## config.mk

```make
export PLATFORM = sky130hd
export DESIGN_NAME = pcm16_gain_mixer
export DESIGN_NICKNAME = d
export VERILOG_FILES = /design/src/pgm_pkg.sv /design/src/pcm16_gain_mixer.sv
export SDC_FILE = /design/constraint.sdc
export NUM_CORES = 2
export LEC_CHECK = 0
export ABC_CLOCK_PERIOD_IN_PS = 16800
export BUFFER_PORTS_ARGS = -buffer_cell sky130_fd_sc_hd__buf_2
export CORE_MARGIN = 2
export CORE_UTILIZATION = 60
export CTS_BUF_LIST = sky130_fd_sc_hd__clkbuf_4
export CTS_CLUSTER_DIAMETER = 30
export DETAILED_ROUTE_END_ITERATION = 16
export PLACE_DENSITY_LB_ADDON = 0.3
export SYNTH_ARGS = -nofsm -noshare
export SYNTH_HDL_FRONTEND = slang
export SYNTH_SLANG_ARGS = --single-unit
```

## constraint.sdc

```tcl
create_clock -name clk_i -period 16.8 [get_ports clk_i]
set_clock_uncertainty 0.05 [all_clocks]
set_input_delay 1.68 -clock clk_i [delete_from_list [all_inputs] [get_ports clk_i]]
set_output_delay 1.68 -clock clk_i [all_outputs]
set_load 0.01 [all_outputs]
```

## src/pgm_pkg.sv

```systemverilog
// ----------------------------------------------------------------------------
// PCM16 gain mixer package
// Widths, reset values and register codes shared by the mixer files.
// ----------------------------------------------------------------------------
`timescale 1ns / 1ps

package pgm_pkg;

  localparam int SampleW = 16;
  localparam int GainW = 16;
  localparam int CfgIdxW = 8;
  localparam int ScaleW = 15;

  localparam int DefNumInputs = 4;
  localparam int DefGainFracBits = 12;

  // Number of gain registers reachable through the configuration port.
  localparam int NumGainRegs = 4;

  localparam logic [GainW-1:0] GainReset = 16'd4096;
  localparam logic [ScaleW-1:0] PosScale = 15'd32767;

  typedef enum logic [1:0] {
    CfgGainA = 2'd0,
    CfgGainB = 2'd1,
    CfgGainC = 2'd2,
    CfgGainD = 2'd3
  } cfg_reg_e;

endpackage

```

## src/pcm16_gain_mixer.sv

```systemverilog
// ----------------------------------------------------------------------------
// PCM16 gain mixer
// Weighted sum of NUM_INPUTS PCM16 streams with per-stream Q4.12 gains.
// ----------------------------------------------------------------------------
// One frame enters per cycle while s_axis_tready is high; the four register
// stages are the gain multipliers, the adder tree, the range check with the
// 32767 scaling multiplier, and the rounding output register. Master-side
// back pressure stalls only the full stages, so empty stages keep absorbing
// frames. Gain registers are written through the configuration channel
// (always ready); the user must write them only while no frame is in flight,
// which the block does not enforce. An out of range mix gives a zero sample with tuser set.
`timescale 1ns / 1ps

module pcm16_gain_mixer import pgm_pkg::*; #(
  parameter int NUM_INPUTS = DefNumInputs,
  parameter int GAIN_FRAC_BITS = DefGainFracBits
) (
  input  logic                             clk_i,
  input  logic                             rst_ni,
  input  logic                             cfg_valid_i,
  output logic                             cfg_ready_o,
  input  logic [CfgIdxW-1:0]               cfg_index_i,
  input  logic [GainW-1:0]                 cfg_data_i,
  input  logic                             s_axis_tvalid,
  output logic                             s_axis_tready,
  // sample_a, sample_b, ... each 16 bits, lowest bits first
  input  logic [NUM_INPUTS*SampleW-1:0]    s_axis_tdata,
  output logic                             m_axis_tvalid,
  input  logic                             m_axis_tready,
  // mixed_sample
  output logic [SampleW-1:0]               m_axis_tdata,
  // mix_status
  output logic [0:0]                       m_axis_tuser
);

  localparam int ProdW = SampleW + GainW;
  localparam int SumW = ProdW + 1 + $clog2(NUM_INPUTS);
  localparam int NormShift = SampleW - 1 + GAIN_FRAC_BITS;
  localparam int MagW = NormShift + 1;
  localparam int ValW = MagW + ScaleW;

  localparam logic signed [SumW-1:0] FullPos = SumW'(1) << NormShift;
  localparam logic signed [SumW-1:0] FullNeg = -FullPos;
  localparam logic [ValW:0] RndNeg = (ValW + 1)'(1) << (GAIN_FRAC_BITS - 1);
  localparam logic [ValW:0] RndPos = (ValW + 1)'(1) << (NormShift - 1);

  logic [GainW-1:0] gain_q [NUM_INPUTS];

  logic adv_p, adv_s, adv_r, adv_o;

  logic                    p_valid_q;
  logic signed [ProdW-1:0] p_prod_q [NUM_INPUTS];

  logic                   s_valid_q;
  logic signed [SumW-1:0] s_sum_q;
  logic signed [SumW-1:0] sum_d;

  logic            r_valid_q;
  logic            r_oor_q;
  logic            r_neg_q;
  logic [ValW-1:0] r_val_q;
  logic            oor_d;
  logic            neg_d;
  logic [SumW-1:0] abs_d;
  logic [MagW-1:0] mag_d;
  logic [ValW-1:0] pos_num_d;

  logic               o_valid_q;
  logic [SampleW-1:0] o_data_q;
  logic               o_user_q;
  logic [ValW:0]      q_neg_d;
  logic [ValW:0]      q_pos_d;
  logic [SampleW-1:0] res_d;

  assign cfg_ready_o = 1'b1;

  always_ff @(posedge clk_i or negedge rst_ni) begin
    if (!rst_ni) begin
      for (int i = 0; i < NUM_INPUTS; i++) begin
        gain_q[i] <= GainReset;
      end
    end else if (cfg_valid_i) begin
      for (int i = 0; i < NUM_INPUTS; i++) begin
        if (i < NumGainRegs && cfg_index_i == CfgIdxW'(i)) begin
          gain_q[i] <= cfg_data_i;
        end
      end
    end
  end

  assign adv_o = !o_valid_q || m_axis_tready;
  assign adv_r = !r_valid_q || adv_o;
  assign adv_s = !s_valid_q || adv_r;
  assign adv_p = !p_valid_q || adv_s;
  assign s_axis_tready = adv_p;

  always_ff @(posedge clk_i or negedge rst_ni) begin
    if (!rst_ni) begin
      p_valid_q <= 1'b0;
      s_valid_q <= 1'b0;
      r_valid_q <= 1'b0;
      o_valid_q <= 1'b0;
    end else begin
      if (adv_p) p_valid_q <= s_axis_tvalid;
      if (adv_s) s_valid_q <= p_valid_q;
      if (adv_r) r_valid_q <= s_valid_q;
      if (adv_o) o_valid_q <= r_valid_q;
    end
  end

  always_ff @(posedge clk_i) begin
    if (adv_p && s_axis_tvalid) begin
      for (int i = 0; i < NUM_INPUTS; i++) begin
        p_prod_q[i] <= $signed(s_axis_tdata[i*SampleW +: SampleW])
                       * $signed({1'b0, gain_q[i]});
      end
    end
  end

  always_comb begin
    sum_d = '0;
    for (int i = 0; i < NUM_INPUTS; i++) begin
      sum_d = sum_d + SumW'(p_prod_q[i]);
    end
  end

  always_ff @(posedge clk_i) begin
    if (adv_s && p_valid_q) begin
      s_sum_q <= sum_d;
    end
  end

  assign oor_d = (s_sum_q > FullPos) || (s_sum_q < FullNeg);
  assign neg_d = s_sum_q[SumW-1];
  assign abs_d = neg_d ? SumW'(-s_sum_q) : SumW'(s_sum_q);
  assign mag_d = abs_d[MagW-1:0];
  assign pos_num_d = ValW'(mag_d) * ValW'(PosScale);

  always_ff @(posedge clk_i) begin
    if (adv_r && s_valid_q) begin
      r_oor_q <= oor_d;
      r_neg_q <= neg_d;
      r_val_q <= neg_d ? ValW'(mag_d) : pos_num_d;
    end
  end

  assign q_neg_d = ({1'b0, r_val_q} + RndNeg) >> GAIN_FRAC_BITS;
  assign q_pos_d = ({1'b0, r_val_q} + RndPos) >> NormShift;
  assign res_d = r_neg_q ? (-q_neg_d[SampleW-1:0]) : q_pos_d[SampleW-1:0];

  always_ff @(posedge clk_i) begin
    if (adv_o && r_valid_q) begin
      o_data_q <= r_oor_q ? '0 : res_d;
      o_user_q <= r_oor_q;
    end
  end

  assign m_axis_tvalid = o_valid_q;
  assign m_axis_tdata = o_data_q;
  assign m_axis_tuser = o_user_q;

endmodule

```

# Yosys cells after proc, flatten, opt, wreduce, memory -nomap -nowiden
# Memory sizes are Yosys's and may differ from the RTL's.
# Index checks and enable logic that the tools add are counted.
[word_totals] regBits=165 ramBits=128 output_inout_bits=20 word_cells=56 n_memories=1
[mem_list] name="p_prod_q" words=4 word_bits=32 rd=4 rd_clocked_by_memory_dff=0 wr=4 line_no="pcm16_gain_mixer.sv:52" rtl="logic signed [ProdW-1:0] p_prod_q [NUM_INPUTS];"
[op_classes] addsub=7 mul=5 magnitude_cmp=2 eq_ne=3 n_mux=5 reduce_logical=18
[op_table] cell="16-bit by 17-bit multiplier with 32-bit output" count=4
[op_table] cell="28-bit 2-to-1 mux" count=2
[op_table] cell="43-bit by 27-bit adder with 43-bit output, second input constant" count=1
[op_table] cell="28-bit by 15-bit multiplier with 43-bit output, second input constant" count=1
[op_table] cell="34-bit by 32-bit adder with 35-bit output" count=1
[op_table] cell="35-bit by 29-bit greater-than comparator with 1-bit output, second input constant" count=1
[op_table] cell="35-bit by 28-bit less-than comparator with 1-bit output, second input constant" count=1
[op_table] cell="33-bit by 32-bit adder with 34-bit output" count=1
[op_table] cell="32-bit by 32-bit adder with 33-bit output" count=1
[op_table] cell="28-bit by 12-bit adder with 28-bit output, second input constant" count=1
[op_table] cell="28-bit negator" count=1
[op_table] cell="8-bit by 2-bit == test with 1-bit output, second input constant" count=2
[op_table] cell="16-bit 2-to-1 mux" count=1
[op_table] cell="16-bit negator" count=1
[op_table] cell="8-bit by 1-bit == test with 1-bit output, second input constant" count=1
[op_table] cell="8-bit zero test" count=1
[op_table] cell="2-bit AND reduction" count=4
[op_table] cell="1-bit logical OR" count=5
[op_table] cell="1-bit logical AND" count=4
[op_table] cell="1-bit zero test" count=4
[op_table] cell="1-bit 2-to-1 mux" count=2

# Logic depth before layout (Yosys ltp)
[depth] depth_word=8 depth_mapped=30 mapped_depth_nobuf=30

# Worst setup path before layout
# No wires, ideal clock.
[synth_path] path_type="flip-flop to flip-flop" start="register s_sum_q[8]" end="register r_val_q[40], data pin" t_arrival_ns=7.365 required_ns=16.490 slack_ns=9.125 path_stages_with_launch=25 period_less_slack_ns=7.675 path_cell_list="edfxtp_1 -> or4_4 -> or4_1 -> o31ai_1 -> xor2_1 -> inv_1 -> fa_1 -> inv_1 -> fa_1 -> inv_1 -> fa_1 -> fa_1 -> fa_1 -> fa_1 -> ha_1 -> clkbuf_1 -> nand4_1 -> nor3_1 -> inv_1 -> a211oi_1 -> o2111a_1 -> nor2_1 -> o31ai_1 -> a21oi_1 -> mux2_2"
[synth_between] elab_chain_len=3
[synth_rtl] item="from (decl)" line_no="pcm16_gain_mixer.sv:55" rtl="logic signed [SumW-1:0] s_sum_q;"
[synth_rtl] item="from (signal assigned)" line_no="pcm16_gain_mixer.sv:129" rtl="s_sum_q <= sum_d;"
[synth_rtl] item="28-bit negator" line_no="pcm16_gain_mixer.sv:135" rtl="assign abs_d = neg_d ? SumW'(-s_sum_q) : SumW'(s_sum_q);"
[synth_rtl] item="28-bit 2-to-1 mux *" line_no="pcm16_gain_mixer.sv:135"
[synth_rtl] item="28-bit by 15-bit multiplier with 43-bit output *" line_no="pcm16_gain_mixer.sv:137" rtl="assign pos_num_d = ValW'(mag_d) * ValW'(PosScale);"
[synth_rtl] item="to (signal assigned)" line_no="pcm16_gain_mixer.sv:143" rtl="r_val_q <= neg_d ? ValW'(mag_d) : pos_num_d;"
[synth_rtl] item="to (decl)" line_no="pcm16_gain_mixer.sv:61" rtl="logic [ValW-1:0] r_val_q;"
# Mark *: on every way between the ends. The rest lies on a longest branch, timed or not.
# A chain may end at the register's enable or synchronous reset.

# Worst setup path after layout
# Same ends and word-level chain as after synthesis.

==> results.cfg <==
[critical_path]
critPathMaxStageDelay_ns = 0.60
worst_ep_required_time_ns = 17.27
cp_num_cells = 24
cp.arrival_ns = 9.16
cp-start-kind = register
crit_path_top_delay_cell = or4_4
r2r-start = s_sum_q[8]
reg2reg_slack_ns = 8.10
cp_common_cell = fa_1
path_class = reg -> reg
critPathBufInv = 2
rr_endpoint = r_val_q[40]
cp_top_family = adder cells
worst-path-max-fanout = 5
reg2regPathDepth = 24
crit_chain = or4_4, nor4_2, nand3_2, nor4_2, nand3b_1, o31ai_2, xor2_1, fa_1, fa_1, inv_1, fa_1, fa_1, fa_1, fa_1, ha_1, nand4_1, nor3_1, inv_1, a211oi_1, o2111a_1, nor2_1, o31ai_1, a21oi_1, mux2_2
crit_path_end_kind = register

[die]
die_h_um = 310
rows = 112
pin_count = 113
die_w_um = 310
initial_utilization_pct = 60.3
core_area_um2 = 93000
dieArea_um2 = 96000

[clocking]
cts-root-buf = clkbuf_4
clock_latency_ns = 0.85
cts_num_sinks = 282
cts_tree = built
clockBufferDepth = 3
post_cts_resized = 0
cts_hold_buf = 0
cts-buffers-inserted = 74
htreeDepth = 3
clk_pin_slew_ns = 0.06
post_cts_buffers = 0

[timing]
slew_violations = 0
final_hold_viol_count = 0
worst_pin_slew_ns = 1.09
rsz0062_at_grt = false
setup_tns_ns = 0
fin_crit_sh_pct = 51.8
setup_viol = 0
fin_crit_ns = 8.70
slew-limit-headroom_pct = 27.3
fmax_ghz = 0.115
setup_ws_ns = 8.10

[finish]
syn2layout_area_growth_pct = 4.70
multi_input_area_um2 = 42900
drive_gt1_share_pct = 6.51
finalNetCount = 7515
fillers = 7782
seqCellArea_um2 = 8130

[routing]
drtIter0Drc = 2501
via_per_inst = 5.62
wl_per_cell_um = 19.4
via_count = 39900
drc = 0
routed_wirelength_um = 138000
dr.pass1.iters = 5
antenna_left = 0

[synthesis]
syn_area_um2 = 56100
yosys_register_bits = 282
syn_area_per_cell_um2 = 9.78
ys_seq_area_share_pct = 14.5
ys_warn_count = 0
synthCells = 5741
postSynth.asyncResetShare_pct = 24.1
synth_nets = 7477
synthFlopType = edfxtp_1
synth_edf_count = 214
yosysUniqueCellTypes = 101

[hold_path]
worst_hold_path_type = reg -> reg
min_to = s_valid_q
hp-start = p_valid_q
holdPathStages = 1

[placed_design]
pre_cts_slack_ns = 8.24
place.port_buffers = 111
hpwl_um = 112000
gpl.final_weighted_congestion = 0.928

[job]
maxCapViolations = 0

[grt]
grt_max_degree = 86
grt_pass1_vias = 43100
grt_antenna_before_repair = 11
grt_pass1_wl_um = 225000
grt_remaining_overflow = 0
grtUsageTotal_pct = 30.1

[run_status]
status = finished, final reports clean
stage by stage:
stage | hold slack (ns) | cell area, um2 | std cells | utilization (%)
after floorplan | 0.374 | 56100 | 5741 | -
after global placement | 0.409 | 57700 | 6957 | 62.1
after detailed placement | 0.426 | 57700 | 6957 | 62.1
after CTS | 0.442 | 58800 | 7093 | 63.2
after global routing | 0.463 | 58800 | 7095 | 63.2
final | 0.438 | 58800 | 7096 | 63.2
cell usage after synthesis (5+ instances only):
cell	instances	area share (%)
and4_1	6	0.094
a211o_1	6	0.094
a21o_1	104	1.4
and2_1	391	4.4
nor2_1	149	1.0
nand4_1	27	0.30
nor4_1	7	0.078
dfrtp_1	64	2.9
o211ai_1	10	0.13
clkbuf_1	158	1.1
xnor2_1	186	2.9
a21oi_1	180	1.6
a21boi_0	5	0.067
nand2b_1	80	0.89
nand3_1	46	0.41
fa_1	1023	36
or3_1	11	0.12
o21bai_1	25	0.33
a31o_2	6	0.094
ha_1	620	14
nor3_1	36	0.32
mux2i_1	7	0.12
a211oi_1	32	0.43
o31ai_1	11	0.15
inv_1	1178	7.9
mux2_2	66	1.3
and3_1	33	0.37
or2_2	12	0.13
o21a_1	23	0.31
edfxtp_1	214	11
nand3b_1	5	0.067
xor2_1	89	1.4
o21ai_0	82	0.73
nor2b_1	21	0.23
a31oi_1	18	0.20
nand2_1	695	4.6
cell type report:
class                   instances  share of cell area (%)
repair buffers                133                    1.23
diodes                          3                  0.0128
multi-input cells            4110                    73.0
flip-flops and latches        282                    13.8
inverters                    1178                    7.52
clock inverters                36                   0.460
clock buffers                 100                    1.28
well taps                    1254                    2.67
kinds of logic (layout without fill, tap and decap cells):
group | count (synthesis) | after routing | synth area share, %
flops | 282 | 282 | 14.5
mux | 73 | 73 | 1.45
xor+xnor | 276 | 276 | 4.32
simple gates | 1548 | 1548 | 13.6
compound gates | 567 | 567 | 6.75
other cells | 1 | 4 | 0.00668
buf+inv | 1349 | 1447 | 9.10
fa+ha+maj | 1645 | 1645 | 50.3
state kept, by name (all words and copies together) (netlist names):
signal and flops:
gain_q 64, m_axis_tdata 16, m_axis_tuser 1, m_axis_tvalid 1, p_prod_q 128, p_valid_q 1
r_neg_q 1, r_oor_q 1, r_val_q 32, r_valid_q 1, s_sum_q 35, s_valid_q 1
routing by layer:
metal | GRT usage [%] | vias up | wire, um
li1 | - | 18000 | -
met1 | 37.8 | 20100 | 54900
met2 | 53.5 | 1380 | 69700
met3 | 3.98 | 338 | 8470
met4 | 10.4 | 8 | 4890
met5 | 0 | - | 62
cell usage in the layout (no fill, tap or decap), types with 32 or more instances in the layout:
cell / instances
a211oi_1: 32
edfxtp_1: 214
clkbuf_4: 100
fa_1: 1023
o21ai_0: 82
and2_1: 390
nand2b_1: 80
nor2_1: 149
xnor2_1: 186
mux2_2: 66
buf_2: 110
nand3_1: 46
a21oi_1: 180
and3_1: 33
inv_1: 1178
dfrtp_1: 64
nor3_1: 36
ha_1: 620
nand2_1: 695
a21o_1: 104
xor2_1: 89
how the worst max path moves through the flow:
stage	from	to	slack, ns
detailed placement	s_sum_q[8]	r_val_q[40]	8.24
floorplan	s_sum_q[8]	r_val_q[40]	9.13
finish	s_sum_q[8]	r_val_q[40]	8.10
global placement	s_sum_q[8]	r_val_q[40]	8.56
CTS	s_sum_q[8]	r_val_q[40]	8.16
global route	s_sum_q[8]	r_val_q[40]	7.69
Power is not shown: default switching activity piles up to over one toggle a cycle in this logic, so the estimate is an artifact.
